<file path="src/rtl/core/ordered_key_value_table_unit_assert.svh">
// Assertion macros used by the ordered key/value table RTL.
`ifndef ORDERED_KEY_VALUE_TABLE_UNIT_ASSERT_SVH
`define ORDERED_KEY_VALUE_TABLE_UNIT_ASSERT_SVH

`ifndef ASSERT_OFF
// Property must hold at every clock edge outside reset.
`define OKV_ASSERT(lbl, prop) \
  lbl: assert property (@(posedge clk_i) disable iff (!rst_ni) (prop)) \
    else $error("okv assertion failed");
// Condition must never be true at a clock edge outside reset.
`define OKV_ASSERT_NEVER(lbl, cond) \
  lbl: assert property (@(posedge clk_i) disable iff (!rst_ni) !(cond)) \
    else $error("okv forbidden condition seen");
`else
`define OKV_ASSERT(lbl, prop)
`define OKV_ASSERT_NEVER(lbl, cond)
`endif

`endif

</file>
<file path="src/rtl/core/okv_ram.sv">
// Generic single-write, single-read synchronous RAM with registered read data.
`default_nettype none

module okv_ram #(
  parameter int unsigned DATA_W = 8,
  parameter int unsigned DEPTH  = 16,
  localparam int unsigned AW    = $clog2(DEPTH)
) (
  input  wire logic              clk_i,
  input  wire logic              we_i,
  input  wire logic [AW-1:0]     waddr_i,
  input  wire logic [DATA_W-1:0] wdata_i,
  input  wire logic              re_i,
  input  wire logic [AW-1:0]     raddr_i,
  output logic      [DATA_W-1:0] rdata_o
);

  logic [DATA_W-1:0] mem_q [DEPTH];
  logic [DATA_W-1:0] rdata_q;

  // Write port and registered read port; read data holds when no read is issued.
  always_ff @(posedge clk_i) begin
    if (we_i) begin
      mem_q[waddr_i] <= wdata_i;
    end
    if (re_i) begin
      rdata_q <= mem_q[raddr_i];
    end
  end

  assign rdata_o = rdata_q;

endmodule

`default_nettype wire

</file>
<file path="config.mk">
export PLATFORM = sky130hd
export DESIGN_NAME = okv_ram
export DESIGN_NICKNAME = d
export VERILOG_FILES = /design/src/rtl/core/ordered_key_value_table_unit_assert.svh /design/src/rtl/core/okv_ram.sv
export SDC_FILE = /design/constraint.sdc
export NUM_CORES = 1
export LEC_CHECK = 0
export BUFFER_PORTS_ARGS = -buffer_cell sky130_fd_sc_hd__buf_2
export CORE_UTILIZATION = 55
export CTS_BUF_LIST = sky130_fd_sc_hd__clkbuf_8
export DETAILED_ROUTE_END_ITERATION = 6
export PLACE_DENSITY = 0.72
export SETUP_SLACK_MARGIN = 0.1
export SLEW_MARGIN = 25
export SYNTH_ARGS = -nofsm -noshare
export SYNTH_HDL_FRONTEND = slang
export SYNTH_SLANG_ARGS = --single-unit
</file>
<file path="constraint.sdc">
create_clock -name clk_i -period 3.49 [get_ports clk_i]
set_input_delay 0.698 -clock clk_i [delete_from_list [all_inputs] [get_ports clk_i]]
set_output_delay 0.698 -clock clk_i [all_outputs]
set_load 0.01 [all_outputs]
</file>
==> impl_metrics.env, run 1 <==
export IMPL_antenna_found_initial=0
export IMPL_place_hpwl_um=5800
export IMPL_drc_errors=0
export IMPL_gp_routability_congestion=0.693
export IMPL_drtIter0Drc=182
export IMPL_power_density_nw_per_um2=539
export IMPL_drive_above_1_share_pct=29.7
export IMPL_instances_no_fill=415
export IMPL_worst_path_max_fanout=32
export IMPL_synth_flop_cell="edfxtp_1"
export IMPL_synth_top_area_share_pct=78.1
export IMPL_grt_pass1_vias=2394
export IMPL_num_rows=35
export IMPL_dr_pass1_iters=4
export IMPL_period_share_pct=55.2
export IMPL_ant_nets=0
export IMPL_ios=27
export IMPL_synth_top_family_by_area="multiplexers"
export IMPL_multi_input_area_um2=1060
export IMPL_syn_num_nets=248
export IMPL_muxShareOfSynthArea_pct=14.8
export IMPL_grt_busiest_layer="met2"
export IMPL_synth_commonest_cells="edfxtp_1, mux4_2, a22oi_1"
export IMPL_via_per_inst=5.63
export IMPL_fillers=609
export IMPL_area_growth_pct=12.2
export IMPL_ys_types=18
export IMPL_required_ps=3660
export IMPL_skew_ps=7.76
export IMPL_dieArea_um2=9900
export IMPL_synth_most_common_cell="edfxtp_1"
export IMPL_wl_um=9000
export IMPL_cts_tree="yes"
export IMPL_initial_core_util_pct=56.6
export IMPL_fin_area_um2=5870
export IMPL_use_met3_pct=6.39
export IMPL_synth_simple_gate_area_share_pct=3.14
export IMPL_synth_compound_area_share_pct=2.30
export IMPL_die_y_um=99.5
export IMPL_core_um2=9240
export IMPL_min_period_ps=1930
export IMPL_yosysTopAreaCell="edfxtp_1"
export IMPL_clk_pin_slew_worst_paths_ps=80
export IMPL_clockBufferDepth=2
export IMPL_grtUsageMet1_pct=27.8
export IMPL_h_tree_depth=4
export IMPL_reg2regPathDepth=3
export IMPL_worstPathArrival_ps=2090
export IMPL_grt_first_pass_wirelength_um=13600
export IMPL_crit_path_end="rdata_o[6]$_DFFE_PP_"
export IMPL_vdd_drop_max_uv=300
export IMPL_ctsHoldBuffers=0
export IMPL_ff2ff_setup_slack_ps=1990
export IMPL_fmax_mhz=519
export IMPL_crit_path_end_kind="register"
export IMPL_cts_buffers=17
export IMPL_synth_cells=229
export IMPL_leakage_uw=0.00192
export IMPL_grt_usage_pct=20.4
export IMPL_cts_root_buf="clkbuf_8"
export IMPL_worstSetupPathType="in -> reg"
export IMPL_synth_fa_ha_area_share_pct=0
export IMPL_cts_sinks=136
export IMPL_grt_max_degree=33
export IMPL_seq_area_frac_synth_pct=78.1
export IMPL_overflow=0
export IMPL_nets=292
export IMPL_cts_resized=0
export IMPL_die_width_um=99.5
export IMPL_worstSkewPairLatency_ps=430
export IMPL_start_kind="primary input"
export IMPL_netlist_area_um2=5230
export IMPL_critPathLaunch="raddr_i[1]"
export IMPL_finalSetupViolCount=0
export IMPL_ys_seq_elements=136
export IMPL_vias=2337
export IMPL_outcome="finished, final reports clean"
export IMPL_synthArstFlopShare_pct=0
export IMPL_yosysWarnings=0
export IMPL_hold_depth=1
export IMPL_place_area_um2=5500
export IMPL_synth_area_leaders="edfxtp_1, mux4_2, mux4_1"
export IMPL_num_antenna_cells=0
export IMPL_synth_edf_count=136
export IMPL_use_met2_pct=32.1
export IMPL_port_buffers=26
export IMPL_r2r_end="rdata_o[7]$_DFFE_PP_"
export IMPL_finalSetupTns_ps=0
export IMPL_wl_per_cell_um=21.7
export IMPL_synth_xor_area_share_pct=0
export IMPL_synth_area_per_cell_um2=22.8
export IMPL_slew_headroom_pct=41.8
export IMPL_hold_path_class="in -> reg"
export IMPL_dp_cells=383
export IMPL_rsz0062_at_grt="false"
export IMPL_area_sequential_um2=4080
export IMPL_hold_viol_final=0
export IMPL_r2r_start="mem_q[11][7]$_DFFE_PP_"
export IMPL_drv_cap=0
export IMPL_final_max_slew_viol_count=0
export IMPL_worstMarginPinSlew_ps=870
export IMPL_cts_setup_buffers=0
==> flip-flops by register name (all words and copies together), names as in the netlist <==
name	count
mem_q	128
rdata_o	8
==> cells by family (layout without fill, tap and decap cells) <==
group | count (synthesis) | count (layout)
DFF | 136 | 136
buffers and inverters | 10 | 67
AOI/OAI and AO/OA | 16 | 16
and+or+nand+nor | 35 | 35
muxes | 32 | 32
==> worst min path at each step <==
stage	slack [ps]	end	start
after floorplan	700	rdata_o[0]$_DFFE_PP_	mem_q[7][0]$_DFFE_PP_
after global placement	730	rdata_o[0]$_DFFE_PP_	mem_q[7][0]$_DFFE_PP_
after detailed placement	740	rdata_o[0]$_DFFE_PP_	mem_q[5][0]$_DFFE_PP_
after CTS	630	rdata_o[4]$_DFFE_PP_	re_i
after global routing	630	mem_q[0][0]$_DFFE_PP_	wdata_i[0]
final	650	mem_q[0][0]$_DFFE_PP_	wdata_i[0]
==> layer usage <==
metal | vias up | routed length, µm | part of all wire (%)
li1 | 1066 | - | -
met1 | 1177 | 3910 | 43
met2 | 85 | 4430 | 49
met3 | 9 | 539 | 6.0
met4 | 0 | 119 | 1.3
met5 | - | 0 | 0
==> placed cells by master, fill, tap and decap left out, drive strengths merged, types with 4 or more instances in the layout <==
cell / count
edfxtp: 136
buf: 35
clkinv: 4
nor3: 4
mux4: 32
nand2: 9
clkinvlp: 7
clkbuf: 17
a22oi: 16
nor2: 13
==> through the flow <==
stage	worst slack, ps	hold WS [ps]	util [%]	power [µW]
final	1560	649	63.5	3160
after global routing	1460	628	63.5	3270
after CTS	1590	627	63.5	3190
after detailed placement	1130	737	59.5	2050
after global placement	1160	725	59.5	2040
after floorplan	1300	705	-	1980
==> cell type report <==
| type | instances | area share, % |
|---|---|---|
| Clock buffer | 17 | 3.99 |
| Clock inverter | 15 | 2.24 |
| Multi-Input combinational cell | 83 | 18.0 |
| Sequential cell | 136 | 69.6 |
| Tap cell | 129 | 2.75 |
| Timing Repair Buffer | 35 | 3.37 |
==> critical path: stages <==
cell     delay (ps)
buf_2           580
mux4_2          400
a22oi_1         290
nand2_1         110
==> report_power, final <==
part           internal, µW  switching, µW
logic                  66.2           91.5
clock network           561            597
registers              1840           10.2
total                  2470            698
Note: power is estimated with default switching activity, not from simulation.
==> run 2: changes to the inputs <==
--- a/config.mk
+++ b/config.mk
@@ -9,7 +9,7 @@
 export CORE_UTILIZATION = 55
 export CTS_BUF_LIST = sky130_fd_sc_hd__clkbuf_8
 export DETAILED_ROUTE_END_ITERATION = 6
-export PLACE_DENSITY = 0.72
+export PLACE_DENSITY = 0.75
 export SETUP_SLACK_MARGIN = 0.1
 export SLEW_MARGIN = 25
 export SYNTH_ARGS = -nofsm -noshare
==> constraint.sdc (replaced) <==
create_clock -name clk_i -period 1.65 [get_ports clk_i]
set_input_delay 0.33 -clock clk_i [delete_from_list [all_inputs] [get_ports clk_i]]
set_output_delay 0.33 -clock clk_i [all_outputs]
set_load 0.01 [all_outputs]
==> impl_metrics.env, run 2 (synthesis gave the netlist of run 1 again) <==
export IMPL_vias=2500
export IMPL_place_hpwl_um=6330
export IMPL_cts_tree="yes"
export IMPL_cts_buffers=17
export IMPL_layout_common_cells="edfxtp_1, mux4_2, buf_2"
export IMPL_hold_viol_final=0
export IMPL_total_power_uw=7110
export IMPL_initial_core_util_pct=56.6
export IMPL_dr_pass1_iters=5
export IMPL_whs_ps=283
export IMPL_drc_errors=0
export IMPL_skew_ps=6.94
export IMPL_drv_cap=0
export IMPL_port_buffers=26
export IMPL_finalSetupViolCount=0
export IMPL_largest_register="mem_q"
export IMPL_antenna_found_initial=0
export IMPL_grt_max_degree=19
export IMPL_slew_headroom_pct=50.9
export IMPL_dp_cells=400
export IMPL_leakage_uw=0.00204
export IMPL_fmax_mhz=667
export IMPL_num_rows=35
export IMPL_worstSkewPairLatency_ps=420
export IMPL_hold_path_class="in -> reg"
export IMPL_power_density_nw_per_um2=1170
export IMPL_start_kind="register"
export IMPL_clockBufferDepth=2
export IMPL_wl_um=9600
export IMPL_cts_sinks=136
export IMPL_wl_per_cell_um=22.2
export IMPL_worstMarginPinSlew_ps=734
export IMPL_crit_path_end_kind="register"
export IMPL_grt_pass1_vias=2576
export IMPL_worst_path_max_fanout=1
export IMPL_drtIter0Drc=236
export IMPL_h_tree_depth=4
export IMPL_instances_no_fill=432
export IMPL_num_antenna_cells=0
export IMPL_layout_commonest_cell="edfxtp_1"
export IMPL_largest_reg_flops=128
export IMPL_via_per_inst=5.79
export IMPL_grt_usage_pct=22.0
export IMPL_overflow=0
export IMPL_period_share_pct=90.9
export IMPL_nets=309
export IMPL_ant_nets=0
export IMPL_required_ps=1820
export IMPL_min_period_ps=1500
export IMPL_clk_pin_slew_worst_paths_ps=70
export IMPL_worstSetupPathType="reg -> reg"
export IMPL_rsz0062_at_grt="false"
export IMPL_final_max_slew_viol_count=0
export IMPL_die_width_um=99.5
export IMPL_cts_root_buf="clkbuf_8"
export IMPL_area_growth_pct=16.2
export IMPL_worstPathArrival_ps=1670
export IMPL_die_y_um=99.5
export IMPL_dieArea_um2=9900
export IMPL_ios=27
export IMPL_core_um2=9240
export IMPL_drive_above_1_share_pct=36.6
export IMPL_vdd_drop_max_uv=642
export IMPL_grt_first_pass_wirelength_um=14900
export IMPL_gp_routability_congestion=0.786
export IMPL_outcome="finished, final reports clean"
## run 2: through the flow
stage | area, µm² | util (%) | TNS [ps] | worst slack, ps
after global routing | 6070 | 65.7 | 0 | 111
after detailed placement | 5650 | 61.1 | -1340 | -233
after global placement | 5650 | 61.1 | -1300 | -235
after CTS | 6070 | 65.7 | 0 | 172
after floorplan | 5220 | - | 0 | 53.9
final | 6070 | 65.7 | 0 | 150
## run 2: what timing repair did
item,4_1_cts,5_1_grt
setup buffers,0,0
resized for setup,0,1
hold buffers,0,0
endpoints found under the setup margin,0,1
## run 2: layer usage
| layer | wire, µm | track usage [%] |
|---|---|---|
| met1 | 4180 | 31.2 |
| met2 | 4680 | 33.2 |
| met3 | 576 | 5.13 |
| met4 | 161 | 10.1 |
| met5 | 0 | 0 |
## run 2: area by class of cell
class                      instances  area (µm²)
clock buffer                      17         234
clock inverter                    15         185
fill                             588        3170
multi-input combinational         83        1030
sequential                       136        4080
tap                              129         161
timing repair buffer              52         375
## run 2: critical path: stages, from the launching register on
cell and delay (ps):
edfxtp_1 370, mux4_1 510, a22oi_1 250, nand2_1 110
## run 2: report_power, final
group	switching (µW)	internal, µW	total (µW)
Clock	1190	1620	2820
Combinational	212	167	379
Sequential	22.4	3890	3910
## run 2: worst paths after layout
| path | startpoint | endpoint | slack [ps] | cells after the start |
|---|---|---|---|---|
| max | mem_q[1][0]$_DFFE_PP_ | rdata_o[0]$_DFFE_PP_ | 150 | 3 |
| min | wdata_i[0] | mem_q[1][0]$_DFFE_PP_ | 280 | 1 |
| max reg2reg | mem_q[1][0]$_DFFE_PP_ | rdata_o[0]$_DFFE_PP_ | 150 | 3 |
| min reg2reg | mem_q[15][3]$_DFFE_PP_ | rdata_o[3]$_DFFE_PP_ | 760 | 3 |
==> run 3: changes to the inputs <==
==> constraint.sdc (replaced) <==
create_clock -name clk_i -period 1.2 [get_ports clk_i]
set_input_delay 0.24 -clock clk_i [delete_from_list [all_inputs] [get_ports clk_i]]
set_output_delay 0.24 -clock clk_i [all_outputs]
set_load 0.01 [all_outputs]
==> impl_metrics.env, run 3 (synthesis gave the netlist of run 1 again) <==
export IMPL_drv_cap=0
export IMPL_largest_register="mem_q"
export IMPL_start_kind="register"
export IMPL_area_growth_pct=25.0
export IMPL_worstMarginPinSlew_ps=902
export IMPL_skew_ps=15.7
export IMPL_required_ps=1370
export IMPL_die_width_um=99.5
export IMPL_p_comb_share_pct=6.7
export IMPL_worst_path_max_fanout=1
export IMPL_grt_max_degree=19
export IMPL_place_hpwl_um=6350
export IMPL_num_rows=35
export IMPL_wl_um=10100
export IMPL_hold_path_class="in -> reg"
export IMPL_power_density_nw_per_um2=1480
export IMPL_num_antenna_cells=0
export IMPL_rsz0062_at_grt="true"
export IMPL_h_tree_depth=4
export IMPL_cts_tree="yes"
export IMPL_worstSkewPairLatency_ps=420
export IMPL_die_y_um=99.5
export IMPL_place_ws_ps=-596
export IMPL_violations="negative setup slack"
export IMPL_grt_usage_pct=23.0
export IMPL_p_switching_uw=2160
export IMPL_grt_first_pass_wirelength_um=15400
export IMPL_post_route_worst_setup_slack_ps=-266
export IMPL_port_buffers=26
export IMPL_drive_above_1_share_pct=48.4
export IMPL_layout_common_cells="edfxtp_1, mux4_2, buf_2"
export IMPL_worstSetupPathType="reg -> reg"
export IMPL_r2r_start="mem_q[2][4]$_DFFE_PP_"
export IMPL_swShare_pct=22.2
export IMPL_antenna_found_initial=0
export IMPL_initial_core_util_pct=56.6
export IMPL_vdd_drop_max_uv=885
export IMPL_core_um2=9240
export IMPL_drtIter0Drc=255
export IMPL_via_per_inst=5.78
export IMPL_hold_start="wdata_i[3]"
export IMPL_slew_headroom_pct=39.7
export IMPL_fmax_mhz=682
export IMPL_cts_sinks=136
export IMPL_layout_commonest_cell="edfxtp_1"
export IMPL_dieArea_um2=9900
export IMPL_overflow=0
export IMPL_ios=27
export IMPL_period_share_pct=122
export IMPL_cts_root_buf="clkbuf_8"
export IMPL_leakage_uw=0.00214
export IMPL_critPathLaunch="mem_q[2][4]$_DFFE_PP_"
export IMPL_worstPathArrival_ps=1640
export IMPL_ctsHoldBuffers=0
export IMPL_dr_pass1_iters=4
export IMPL_vias=2572
export IMPL_grt_pass1_vias=2691
export IMPL_cts_setup_buffers=0
export IMPL_cts_buffers=17
export IMPL_finalSetupViolCount=11
export IMPL_final_max_slew_viol_count=0
export IMPL_fillers=541
export IMPL_crit_path_end_kind="register"
export IMPL_clock_power_share_pct=37.8
export IMPL_power_frac_seq_pct=55.4
export IMPL_clk_pin_slew_worst_paths_ps=80
export IMPL_ant_nets=0
export IMPL_min_period_ps=1470
export IMPL_clockBufferDepth=2
export IMPL_wl_per_cell_um=22.6
export IMPL_internal_power_uw=7540
export IMPL_drc_errors=0
export IMPL_nets=322
export IMPL_total_power_uw=9700
export IMPL_largest_reg_flops=128
export IMPL_outcome="finished, violations left"
export IMPL_hold_viol_final=0
export IMPL_gp_routability_congestion=0.737
[run 3: changes by cell type in the layout (fill, tap and decap cells not counted), sizes merged]
| cell | previous run | this run |
|---|---|---|
| clkinv | 9 | 4 |
| inv | 1 | 5 |
| buf | 52 | 65 |
| bufinv | 4 | 2 |
| clkinvlp | 1 | 4 |
[run 3: worst max-delay path, stage by stage, from the launching register on]
cell and delay, ps:
edfxtp_1 370, mux4_2 480, a22oi_2 170, buf_4 150, nand2_2 40
[run 3: metrics by stage]
stage	TNS, ps	utilization [%]	cell area, µm²	cells	hold slack (ps)
final	-1870	70.7	6530	445	192
after global routing	-2400	70.7	6530	445	171
after CTS	-2070	70.7	6530	445	173
after detailed placement	-28370	66.1	6110	413	621
after global placement	-26010	66.1	6110	413	621
after floorplan	-4670	-	5360	229	339
[run 3: final cells by class]
| cell class | count | area [µm²] | area share [%] |
|---|---|---|---|
| clock buffers | 17 | 234 | 3.58 |
| clock inverters | 15 | 168 | 2.57 |
| multi-input cells | 83 | 1170 | 18.0 |
| flip-flops and latches | 136 | 4080 | 62.5 |
| well taps | 129 | 161 | 2.47 |
| repair buffers | 65 | 711 | 10.9 |
[run 3: repair_timing]
item,in CTS,in global routing
resized for setup,6,1
setup endpoints to repair,16,16
pin swaps,3,1
endpoints found under the hold margin,0,0
[run 3: layer usage]
layer	vias up	track usage, %	part of all wire (%)
li1	1119	-	-
met4	0	9.84	1.2
met1	1325	28.6	36
met5	-	0	0
met2	122	39.3	55
met3	6	5.20	8.1
[run 3: worst paths after layout]
path                            end  slack [ps]  depth (start not counted)
max            rdata_o[4]$_DFFE_PP_        -270                          4
min          mem_q[12][3]$_DFFE_PP_         190                          1
max reg2reg    rdata_o[4]$_DFFE_PP_        -270                          4
min reg2reg    rdata_o[1]$_DFFE_PP_         750                          3
[run 3: power by group through the flow]
| stage | logic [µW] | registers (µW) | clock network (µW) |
|---|---|---|---|
| after floorplan | 323 | 5480 | 0 |
| after global placement | 623 | 5470 | 0 |
| after detailed placement | 640 | 5480 | 0 |
| after CTS | 659 | 5380 | 3720 |
| after global routing | 697 | 5380 | 3900 |
| final | 652 | 5380 | 3670 |
