## config.mk

```make
export PLATFORM = sky130hd
export DESIGN_NAME = okv_ctrl
export DESIGN_NICKNAME = d
export VERILOG_FILES = /design/src/rtl/core/okv_pkg.sv /design/src/rtl/core/okv_ctrl.sv
export VERILOG_INCLUDE_DIRS = /design/src /design/src/rtl/core
export SDC_FILE = /design/constraint.sdc
export NUM_CORES = 1
export LEC_CHECK = 0
export BUFFER_PORTS_ARGS = -buffer_cell sky130_fd_sc_hd__buf_2
export CORE_MARGIN = 2
export CORE_UTILIZATION = 49
export DETAILED_ROUTE_END_ITERATION = 10
export PLACE_DENSITY_LB_ADDON = 0.12
export SLEW_MARGIN = 30
export SYNTH_ARGS = -nofsm -noshare
export SYNTH_HDL_FRONTEND = slang
export SYNTH_SLANG_ARGS = --single-unit
```

## constraint.sdc

```tcl
create_clock -name clk_i -period 2.7 [get_ports clk_i]
set_clock_uncertainty 0.05 [all_clocks]
set_input_delay 0.135 -clock clk_i [delete_from_list [all_inputs] [get_ports clk_i]]
set_output_delay 0.135 -clock clk_i [all_outputs]
set_load 0.01 [all_outputs]
```

## src/rtl/core/ordered_key_value_table_unit_assert.svh

```systemverilog
// Assertion macros used by the ordered key/value table RTL.
`ifndef ORDERED_KEY_VALUE_TABLE_UNIT_ASSERT_SVH
`define ORDERED_KEY_VALUE_TABLE_UNIT_ASSERT_SVH

`ifndef ASSERT_OFF
// Property must hold at every clock edge outside reset.
`define OKV_ASSERT(lbl, prop) \
  lbl: assert property (@(posedge clk_i) disable iff (!rst_ni) (prop)) \
    else $error("okv assertion failed");
// Condition must never be true at a clock edge outside reset.
`define OKV_ASSERT_NEVER(lbl, cond) \
  lbl: assert property (@(posedge clk_i) disable iff (!rst_ni) !(cond)) \
    else $error("okv forbidden condition seen");
`else
`define OKV_ASSERT(lbl, prop)
`define OKV_ASSERT_NEVER(lbl, cond)
`endif

`endif

```

## src/rtl/core/okv_pkg.sv

```systemverilog
// Shared constants, codes and types of the ordered key/value table.
`default_nettype none

package okv_pkg;

  // Table geometry.
  localparam int unsigned TABLE_DEPTH = 64;
  localparam int unsigned IDX_W       = $clog2(TABLE_DEPTH);
  localparam int unsigned CNT_W       = $clog2(TABLE_DEPTH + 1);

  // Field widths.
  localparam int unsigned ACT_W   = 3;
  localparam int unsigned ST_W    = 2;
  localparam int unsigned KEY_W   = 31;
  localparam int unsigned VAL_W   = 32;
  localparam int unsigned ENTRY_W = KEY_W + VAL_W;
  localparam int unsigned TDATA_W = ((ENTRY_W + 7) / 8) * 8;

  // Command codes carried in the input tuser.
  typedef enum logic [ACT_W-1:0] {
    ACT_PUT    = 3'd0,
    ACT_GET    = 3'd1,
    ACT_LIST   = 3'd2,
    ACT_CLEAR  = 3'd3,
    ACT_DELETE = 3'd4
  } action_e;

  // Result status codes carried in the output tuser.
  typedef enum logic [ST_W-1:0] {
    ST_OK        = 2'd0,
    ST_NOT_FOUND = 2'd1,
    ST_FULL      = 2'd2,
    ST_EMPTY     = 2'd3
  } status_e;

  // Memory access request from the controller to the table RAM.
  typedef struct packed {
    logic               we;
    logic [IDX_W-1:0]   waddr;
    logic [ENTRY_W-1:0] wdata;
    logic               re;
    logic [IDX_W-1:0]   raddr;
  } mem_req_t;

  // One result transaction.
  typedef struct packed {
    status_e            status;
    logic [KEY_W-1:0]   key;
    logic [VAL_W-1:0]   value;
    logic               last;
  } result_t;

endpackage

`default_nettype wire

```

## src/rtl/core/okv_ctrl.sv

```systemverilog
// Command sequencer: searches, updates, shifts and lists the table held in RAM.
`default_nettype none
`include "ordered_key_value_table_unit_assert.svh"

module okv_ctrl (
  input  wire logic                        clk_i,
  input  wire logic                        rst_ni,
  input  wire logic                        in_valid_i,
  output logic                             in_ready_o,
  input  wire logic [okv_pkg::ACT_W-1:0]   in_action_i,
  input  wire logic [okv_pkg::KEY_W-1:0]   in_key_i,
  input  wire logic [okv_pkg::VAL_W-1:0]   in_value_i,
  output logic                             out_valid_o,
  input  wire logic                        out_ready_i,
  output okv_pkg::result_t                 out_res_o,
  output okv_pkg::mem_req_t                mem_req_o,
  input  wire logic [okv_pkg::ENTRY_W-1:0] mem_rdata_i
);
  import okv_pkg::*;

  typedef enum logic [2:0] {
    S_IDLE,
    S_SEARCH,
    S_RESP,
    S_SHIFT,
    S_LIST_RD,
    S_LIST_OUT
  } state_e;

  state_e             state_q, state_d;
  action_e            action_q, action_d;
  logic [KEY_W-1:0]   key_q, key_d;
  logic [VAL_W-1:0]   value_q, value_d;
  logic [CNT_W-1:0]   count_q, count_d;
  logic [CNT_W-1:0]   idx_q, idx_d;
  logic               cmp_valid_q, cmp_valid_d;
  logic [IDX_W-1:0]   cmp_idx_q, cmp_idx_d;
  result_t            res_q, res_d;
  logic               out_valid_q, out_valid_d;
  result_t            out_q, out_d;

  logic               accept;
  logic               out_free;
  logic               emit;
  logic [KEY_W-1:0]   rd_key;
  logic [VAL_W-1:0]   rd_val;
  logic               match;
  logic               list_last;
  mem_req_t           mem_req;

  assign rd_key    = mem_rdata_i[KEY_W-1:0];
  assign rd_val    = mem_rdata_i[ENTRY_W-1:KEY_W];
  assign match     = cmp_valid_q && (rd_key == key_q);
  assign out_free  = !out_valid_q || out_ready_i;
  assign accept    = in_valid_i && (state_q == S_IDLE);
  assign list_last = ((idx_q + CNT_W'(1)) == count_q);

  // Next-state logic for the sequencer, the memory port and the output register.
  always_comb begin
    state_d     = state_q;
    action_d    = action_q;
    key_d       = key_q;
    value_d     = value_q;
    count_d     = count_q;
    idx_d       = idx_q;
    cmp_valid_d = 1'b0;
    cmp_idx_d   = cmp_idx_q;
    res_d       = res_q;
    out_d       = out_q;
    emit        = 1'b0;
    mem_req     = '0;

    unique case (state_q)
      S_IDLE: begin
        if (accept) begin
          action_d = action_e'(in_action_i);
          key_d    = in_key_i;
          value_d  = in_value_i;
          idx_d    = '0;
          unique case (in_action_i)
            ACT_PUT, ACT_GET, ACT_DELETE: begin
              state_d = S_SEARCH;
            end
            ACT_LIST: begin
              if (count_q == '0) begin
                res_d   = '{status: ST_EMPTY, key: '0, value: '0, last: 1'b1};
                state_d = S_RESP;
              end else begin
                state_d = S_LIST_RD;
              end
            end
            ACT_CLEAR: begin
              count_d = '0;
              res_d   = '{status: ST_OK, key: '0, value: '0, last: 1'b1};
              state_d = S_RESP;
            end
            default: begin
              // Unknown commands are dropped without a result.
              state_d = S_IDLE;
            end
          endcase
        end
      end

      // One read issued and one key compared per cycle, oldest entry first.
      S_SEARCH: begin
        if (match) begin
          res_d.last = 1'b1;
          if (action_q == ACT_PUT) begin
            mem_req.we    = 1'b1;
            mem_req.waddr = cmp_idx_q;
            mem_req.wdata = {value_q, key_q};
            res_d.status  = ST_OK;
            res_d.key     = key_q;
            res_d.value   = value_q;
          end else begin
            res_d.status  = ST_OK;
            res_d.key     = rd_key;
            res_d.value   = rd_val;
          end
          state_d = S_RESP;
        end else if (idx_q < count_q) begin
          mem_req.re    = 1'b1;
          mem_req.raddr = idx_q[IDX_W-1:0];
          cmp_valid_d   = 1'b1;
          cmp_idx_d     = idx_q[IDX_W-1:0];
          idx_d         = idx_q + CNT_W'(1);
        end else if (!cmp_valid_q) begin
          res_d.last = 1'b1;
          res_d.key  = key_q;
          if (action_q == ACT_PUT) begin
            if (count_q < CNT_W'(TABLE_DEPTH)) begin
              mem_req.we    = 1'b1;
              mem_req.waddr = count_q[IDX_W-1:0];
              mem_req.wdata = {value_q, key_q};
              count_d       = count_q + CNT_W'(1);
              res_d.status  = ST_OK;
              res_d.value   = value_q;
            end else begin
              res_d.status  = ST_FULL;
              res_d.value   = '0;
            end
          end else begin
            res_d.status = ST_NOT_FOUND;
            res_d.value  = '0;
          end
          state_d = S_RESP;
        end
      end

      // Single result; a successful delete then closes the gap.
      S_RESP: begin
        if (out_free) begin
          emit  = 1'b1;
          out_d = res_q;
          if (action_q == ACT_DELETE && res_q.status == ST_OK) begin
            idx_d   = CNT_W'(cmp_idx_q) + CNT_W'(1);
            state_d = S_SHIFT;
          end else begin
            state_d = S_IDLE;
          end
        end
      end

      // Read entry j and write it to j-1 in the next cycle.
      S_SHIFT: begin
        if (cmp_valid_q) begin
          mem_req.we    = 1'b1;
          mem_req.waddr = cmp_idx_q;
          mem_req.wdata = mem_rdata_i;
        end
        if (idx_q < count_q) begin
          mem_req.re    = 1'b1;
          mem_req.raddr = idx_q[IDX_W-1:0];
          cmp_valid_d   = 1'b1;
          cmp_idx_d     = IDX_W'(idx_q - CNT_W'(1));
          idx_d         = idx_q + CNT_W'(1);
        end else if (!cmp_valid_q) begin
          count_d = count_q - CNT_W'(1);
          state_d = S_IDLE;
        end
      end

      S_LIST_RD: begin
        mem_req.re    = 1'b1;
        mem_req.raddr = idx_q[IDX_W-1:0];
        state_d       = S_LIST_OUT;
      end

      S_LIST_OUT: begin
        if (out_free) begin
          emit  = 1'b1;
          out_d = '{status: ST_OK, key: rd_key, value: rd_val, last: list_last};
          if (list_last) begin
            state_d = S_IDLE;
          end else begin
            idx_d   = idx_q + CNT_W'(1);
            state_d = S_LIST_RD;
          end
        end
      end

      default: begin
        state_d = S_IDLE;
      end
    endcase

    // Output register: loaded on emit, emptied when the transaction is taken.
    if (emit) begin
      out_valid_d = 1'b1;
    end else if (out_ready_i) begin
      out_valid_d = 1'b0;
    end else begin
      out_valid_d = out_valid_q;
    end
  end

  // Sequencer state and registered outputs.
  always_ff @(posedge clk_i or negedge rst_ni) begin
    if (!rst_ni) begin
      state_q     <= S_IDLE;
      action_q    <= ACT_PUT;
      key_q       <= '0;
      value_q     <= '0;
      count_q     <= '0;
      idx_q       <= '0;
      cmp_valid_q <= 1'b0;
      cmp_idx_q   <= '0;
      res_q       <= '0;
      out_valid_q <= 1'b0;
      out_q       <= '0;
    end else begin
      state_q     <= state_d;
      action_q    <= action_d;
      key_q       <= key_d;
      value_q     <= value_d;
      count_q     <= count_d;
      idx_q       <= idx_d;
      cmp_valid_q <= cmp_valid_d;
      cmp_idx_q   <= cmp_idx_d;
      res_q       <= res_d;
      out_valid_q <= out_valid_d;
      out_q       <= out_d;
    end
  end

  assign in_ready_o  = (state_q == S_IDLE);
  assign out_valid_o = out_valid_q;
  assign out_res_o   = out_q;
  assign mem_req_o   = mem_req;

  // The same entry is never read and written in one cycle.
  `OKV_ASSERT_NEVER(a_no_rw_same_entry,
    mem_req.we && mem_req.re && (mem_req.waddr == mem_req.raddr))
  // The entry count stays within the table.
  `OKV_ASSERT_NEVER(a_count_in_range, count_q > CNT_W'(TABLE_DEPTH))
  // Writes land on a valid entry or on the next free slot.
  `OKV_ASSERT_NEVER(a_write_in_range, mem_req.we && (CNT_W'(mem_req.waddr) > count_q))
  // A waiting result is never overwritten.
  `OKV_ASSERT_NEVER(a_no_out_overwrite, emit && out_valid_q && !out_ready_i)
  // Finishing a delete shift removes exactly one entry.
  `OKV_ASSERT(a_shift_drops_one,
    (state_q == S_SHIFT && state_d == S_IDLE) |=> (count_q == $past(count_q) - CNT_W'(1)))

endmodule

`default_nettype wire

```

==> results.py <==
metrics = {
    "run_status": {
        "outcome": "finished, violations left",
        "failed_checks": "setup timing",
    },
    "grt": {
        "grt_max_degree": 72,
        "gr-usage-met1_pct": 41.26,
        "vias_in_the_first_global_route": 11070,
        "grt.overflow.total": 0,
        "global_route_met2_utilization_pct": 49.43,
        "groute.usage.overall_pct": 29.94,
        "grt_antenna_before_repair": 0,
        "grt_most_used_layer": "met2",
        "first_pass_grt_wire_length_um": 61650,
        "fraction_of_met3_tracks_used_by_global_routing_pct": 4.959,
    },
    "route": {
        "totalWireLength_um": 39520,
        "drt-pass1-iter-count": 5,
        "avgViaCountPerCell": 5.665,
        "ant_nets": 0,
        "remaining_drc_errors": 0,
        "drt-initial-drc-count": 813,
        "drt-wirelength-per-cell_um": 20.24,
        "num_vias": 11060,
    },
    "finish": {
        "drive_above_1_share_pct": 34.81,
        "antenna_cell_count": 0,
        "fillCellCount": 1787,
        "utilization_pct": 70.40,
        "area_delta_synth_final_pct": 42.11,
        "final_net_count": 1759,
    },
    "synthesis": {
        "synth.yosys.warnings": 0,
        "synth.avg_cell_area_um2": 10.38,
        "netlist_area_um2": 11980,
        "count_of_flip_flops_with_a_built_in_enable_after_synthesis": 0,
        "async_flop_share_pct": 100.0,
        "yosys_register_bits": 223,
        "netlist_instances": 1154,
        "mappedNetlistNets": 1303,
        "prevailing_post_synth_register_cell": "sky130_fd_sc_hd__dfrtp_1",
        "yosysSeqAreaShare_pct": 46.59,
        "netlist-cell-type-count": 71,
    },
    "floorplanning": {
        "die_area_um2": 25710,
        "ios": 278,
        "fp.dieW_um": 160.3,
        "initial_utilization_pct": 49.54,
        "fp-row-count": 57,
        "fp.dieH_um": 160.3,
        "floorplan.core_area_um2": 24180,
    },
    "sta": {
        "post-route-min-period_ns": 2.890,
        "worst_pin_slew_ns": 0.6779,
        "slew_viol_final": 0,
        "worst_hold_slack_ns": 0.08848,
        "rsz0062_at_grt": "true",
        "report.final.setup_viol": 70,
        "hold_viol": 0,
        "setup_total_negative_slack_ns": -7.954,
        "timing.fmax_mhz": 346.1,
        "setup_ws_ns": -0.1897,
        "min_period_over_period_pct": 107.0,
        "max_slew_margin_pct": 54.63,
    },
    "pwr": {
        "netSwitchingPower_w": 0.007268,
        "leakagePower_nw": 8.205,
        "p_int_w": 0.01109,
        "finalPower_w": 0.01836,
        "combPwrFrac_pct": 47.7,
        "irDropWorstVdd_uv": 590.7,
        "power.clock.fraction_pct": 20.8,
        "switching_share_pct": 39.58,
        "pwr_density_cell_nw_per_um2": 1079,
        "seq_power_share_pct": 31.5,
    },
    "worst_setup_path": {
        "critical_path.max_stage_delay_ns": 0.42,
        "critical_path.slowest_cell": "sky130_fd_sc_hd__dfrtp_1",
        "timing.critical_path.fanout_max": 8,
        "worstPathRequired_ns": 2.52,
        "critical_path.endpoint_type": "output port",
        "worstSetupPathType": "reg -> out",
        "cp_data_arrival_time_ns": 2.70,
        "startpoint_type": "flop",
        "cp_cell_sequence": "xor2_1 > nor4_2 > buf_4 > nand4_4 > nor3_4 > o21a_4 > buf_12 > buf_8 > a22o_1 > buf_2",
    },
    "cts": {
        "clkSinkCount": 223,
        "clockBufferDepth": 3,
        "clkSlewWorstSetupHoldPaths_ns": 0.06,
        "cts-buffers-inserted": 26,
        "clock_insertion_delay_worst_skew_ns": 0.53,
        "cts_root_buf": "sky130_fd_sc_hd__clkbuf_16",
        "htreeDepth": 1,
        "tritoncts_clock_tree": "yes",
    },
    "placement": {
        "dp.final_hpwl_um": 24960,
        "gp_routability_congestion": 0.8397,
        "i_o_buffers": 277,
    },
    "flow_run": {
        "cap_viol_max_count": 0,
    },
    "min_path": {
        "timing.hold.worst.class": "in -> async",
    },
}
==> area by class of cell <==
class | count | area (um2) | area share [%]
Multi-Input combinational cell | 796 | 6038 | 35.47
Sequential cell | 223 | 5589 | 32.84
Timing Repair Buffer | 517 | 3880 | 22.79
Clock buffer | 38 | 787.0 | 4.624
Tap cell | 324 | 405.4 | 2.382
Inverter | 46 | 172.7 | 1.014
Clock inverter | 9 | 148.9 | 0.8747
==> cell families after synthesis <==
kind of cell | share of synthesized area [%]
AND/OR/NAND/NOR | 11.67
XOR/XNOR | 3.802
buffers and inverters | 5.265
flip-flops | 46.59
adder cells (fa/ha/maj) | 1.734
multiplexers | 14.82
AO/OA/AOI/OAI | 16.12
==> metrics by stage <==
step	cell area (um2)	cells	setup slack [ns]
2_1_floorplan	11980	1154	0.03042
5_1_grt	17020	1953	-0.3116
3_5_place_dp	14070	1735	0.07111
3_3_place_gp	14070	1735	0.06584
6_report	17020	1953	-0.1897
4_1_cts	16660	1933	-0.2362
==> power groups by stage <==
stage	clock, W	sequential (W)	combinational, W
after CTS	0.00386	0.00577	0.00809
after floorplan	0	0.00571	0.00487
after global routing	0.00402	0.00594	0.00948
after detailed placement	0	0.00585	0.00751
final	0.00381	0.00578	0.00876
after global placement	0	0.00581	0.00737
==> worst max-delay path, delay by kind of cell (launching register included) <==
kind	cells	cell delay [ns]
buffers and inverters	4	0.55
XOR/XNOR	1	0.20
AO/OA/AOI/OAI	2	0.42
AND/OR/NAND/NOR	3	0.58
flip-flops	1	0.42
==> placed cells by master, fill, tap and decap left out, drive strengths merged, types with 3 or more instances in the layout <==
master and n:
mux2i 96, o21bai 4, nor2b 5, xor2 39
or3 3, o31ai 4, clkbuf 39, a21o 3
nor3 15, a32oi 3, a31oi 67, a21oi 22
nor4 12, o41ai 4, mux2 72, nand2b 4
o211ai 5, dfrtp 223, inv 47, a22o 72
nand4 4, dlygate4sd3 131, or2 4, o21ai 76
clkinv 4, ha 15, bufinv 4, nor2 21
xnor2 13, and3 3, buf 385, nand3 74
a21boi 3, nand2 123
==> registers in the layout (all words and copies together), names as in the netlist, 6 cells and up <==
signal	flops
cmp_idx_q	6
out_res_o	66
value_q	32
idx_q	7
res_q	66
key_q	31
count_q	7
==> synth_stat cells (3+ instances only) <==
cell type,count,area share [%]
sky130_fd_sc_hd__clkbuf_1,49,1.5
sky130_fd_sc_hd__buf_6,6,0.56
sky130_fd_sc_hd__ha_1,15,1.6
sky130_fd_sc_hd__xnor2_1,13,0.95
sky130_fd_sc_hd__o21bai_1,4,0.25
sky130_fd_sc_hd__mux2_2,70,6.6
sky130_fd_sc_hd__nor2_1,21,0.66
sky130_fd_sc_hd__buf_4,8,0.50
sky130_fd_sc_hd__nand2_1,123,3.9
sky130_fd_sc_hd__nor4_2,8,0.84
sky130_fd_sc_hd__nor4_1,3,0.16
sky130_fd_sc_hd__nand2b_1,4,0.21
sky130_fd_sc_hd__a32oi_1,3,0.22
sky130_fd_sc_hd__dfrtp_1,223,47
sky130_fd_sc_hd__mux2i_1,96,8.0
sky130_fd_sc_hd__a21boi_0,3,0.19
sky130_fd_sc_hd__or3_1,3,0.16
sky130_fd_sc_hd__or2_2,4,0.21
sky130_fd_sc_hd__o211ai_1,5,0.31
sky130_fd_sc_hd__nor2b_1,5,0.26
sky130_fd_sc_hd__and3_1,3,0.16
sky130_fd_sc_hd__a21oi_1,22,0.92
sky130_fd_sc_hd__nand3_1,73,3.1
sky130_fd_sc_hd__inv_1,45,1.4
sky130_fd_sc_hd__a22o_1,72,5.3
sky130_fd_sc_hd__xor2_1,39,2.9
sky130_fd_sc_hd__o21ai_0,74,3.1
sky130_fd_sc_hd__a31oi_1,67,3.5
sky130_fd_sc_hd__nor3_1,13,0.54
sky130_fd_sc_hd__o31ai_1,3,0.19
sky130_fd_sc_hd__a21o_1,3,0.19
sky130_fd_sc_hd__buf_2,23,0.96
sky130_fd_sc_hd__o41ai_1,4,0.29
==> path summary, 6_finish.rpt <==
| kind | from | end | slack, ns | cells past startpoint |
|---|---|---|---|---|
| max in group asynchronous | rst_ni | value_q[6]$_DFFE_PN0P_ | 1.65 | 3 |
| min in group clk_i | in_valid_i | value_q[25]$_DFFE_PN0P_ | 0.22 | 3 |
| setup reg to reg | key_q[6]$_DFFE_PN0P_ | res_q[20]$_DFFE_PN0P_ | 0.05 | 12 |
| hold / removal | rst_ni | cmp_idx_q[4]$_DFFE_PN0P_ | 0.09 | 2 |
| setup / recovery | key_q[6]$_DFFE_PN0P_ | mem_req_o[52] | -0.19 | 10 |
| hold reg to reg | out_res_o[7]$_DFFE_PN0P_ | out_res_o[7]$_DFFE_PN0P_ | 0.42 | 2 |
==> timing repair <==
action,4_1_cts,5_1_grt
buffers inserted,18,20
hold buffers,131,0
resized for setup,31,46
endpoints found under the hold margin,229,0
pin swaps,12,28
setup endpoints to repair,77,128
cloned,2,2
==> layer usage <==
metal | up-vias | wire length, um | part of all wire [%]
met5 | - | 0 | 0
met3 | 73 | 2650 | 6.7
li1 | 5094 | - | -
met2 | 444 | 19020 | 48
met4 | 0 | 1060 | 2.7
met1 | 5452 | 16790 | 42
No activity file was read; power rests on OpenSTA's default activity.
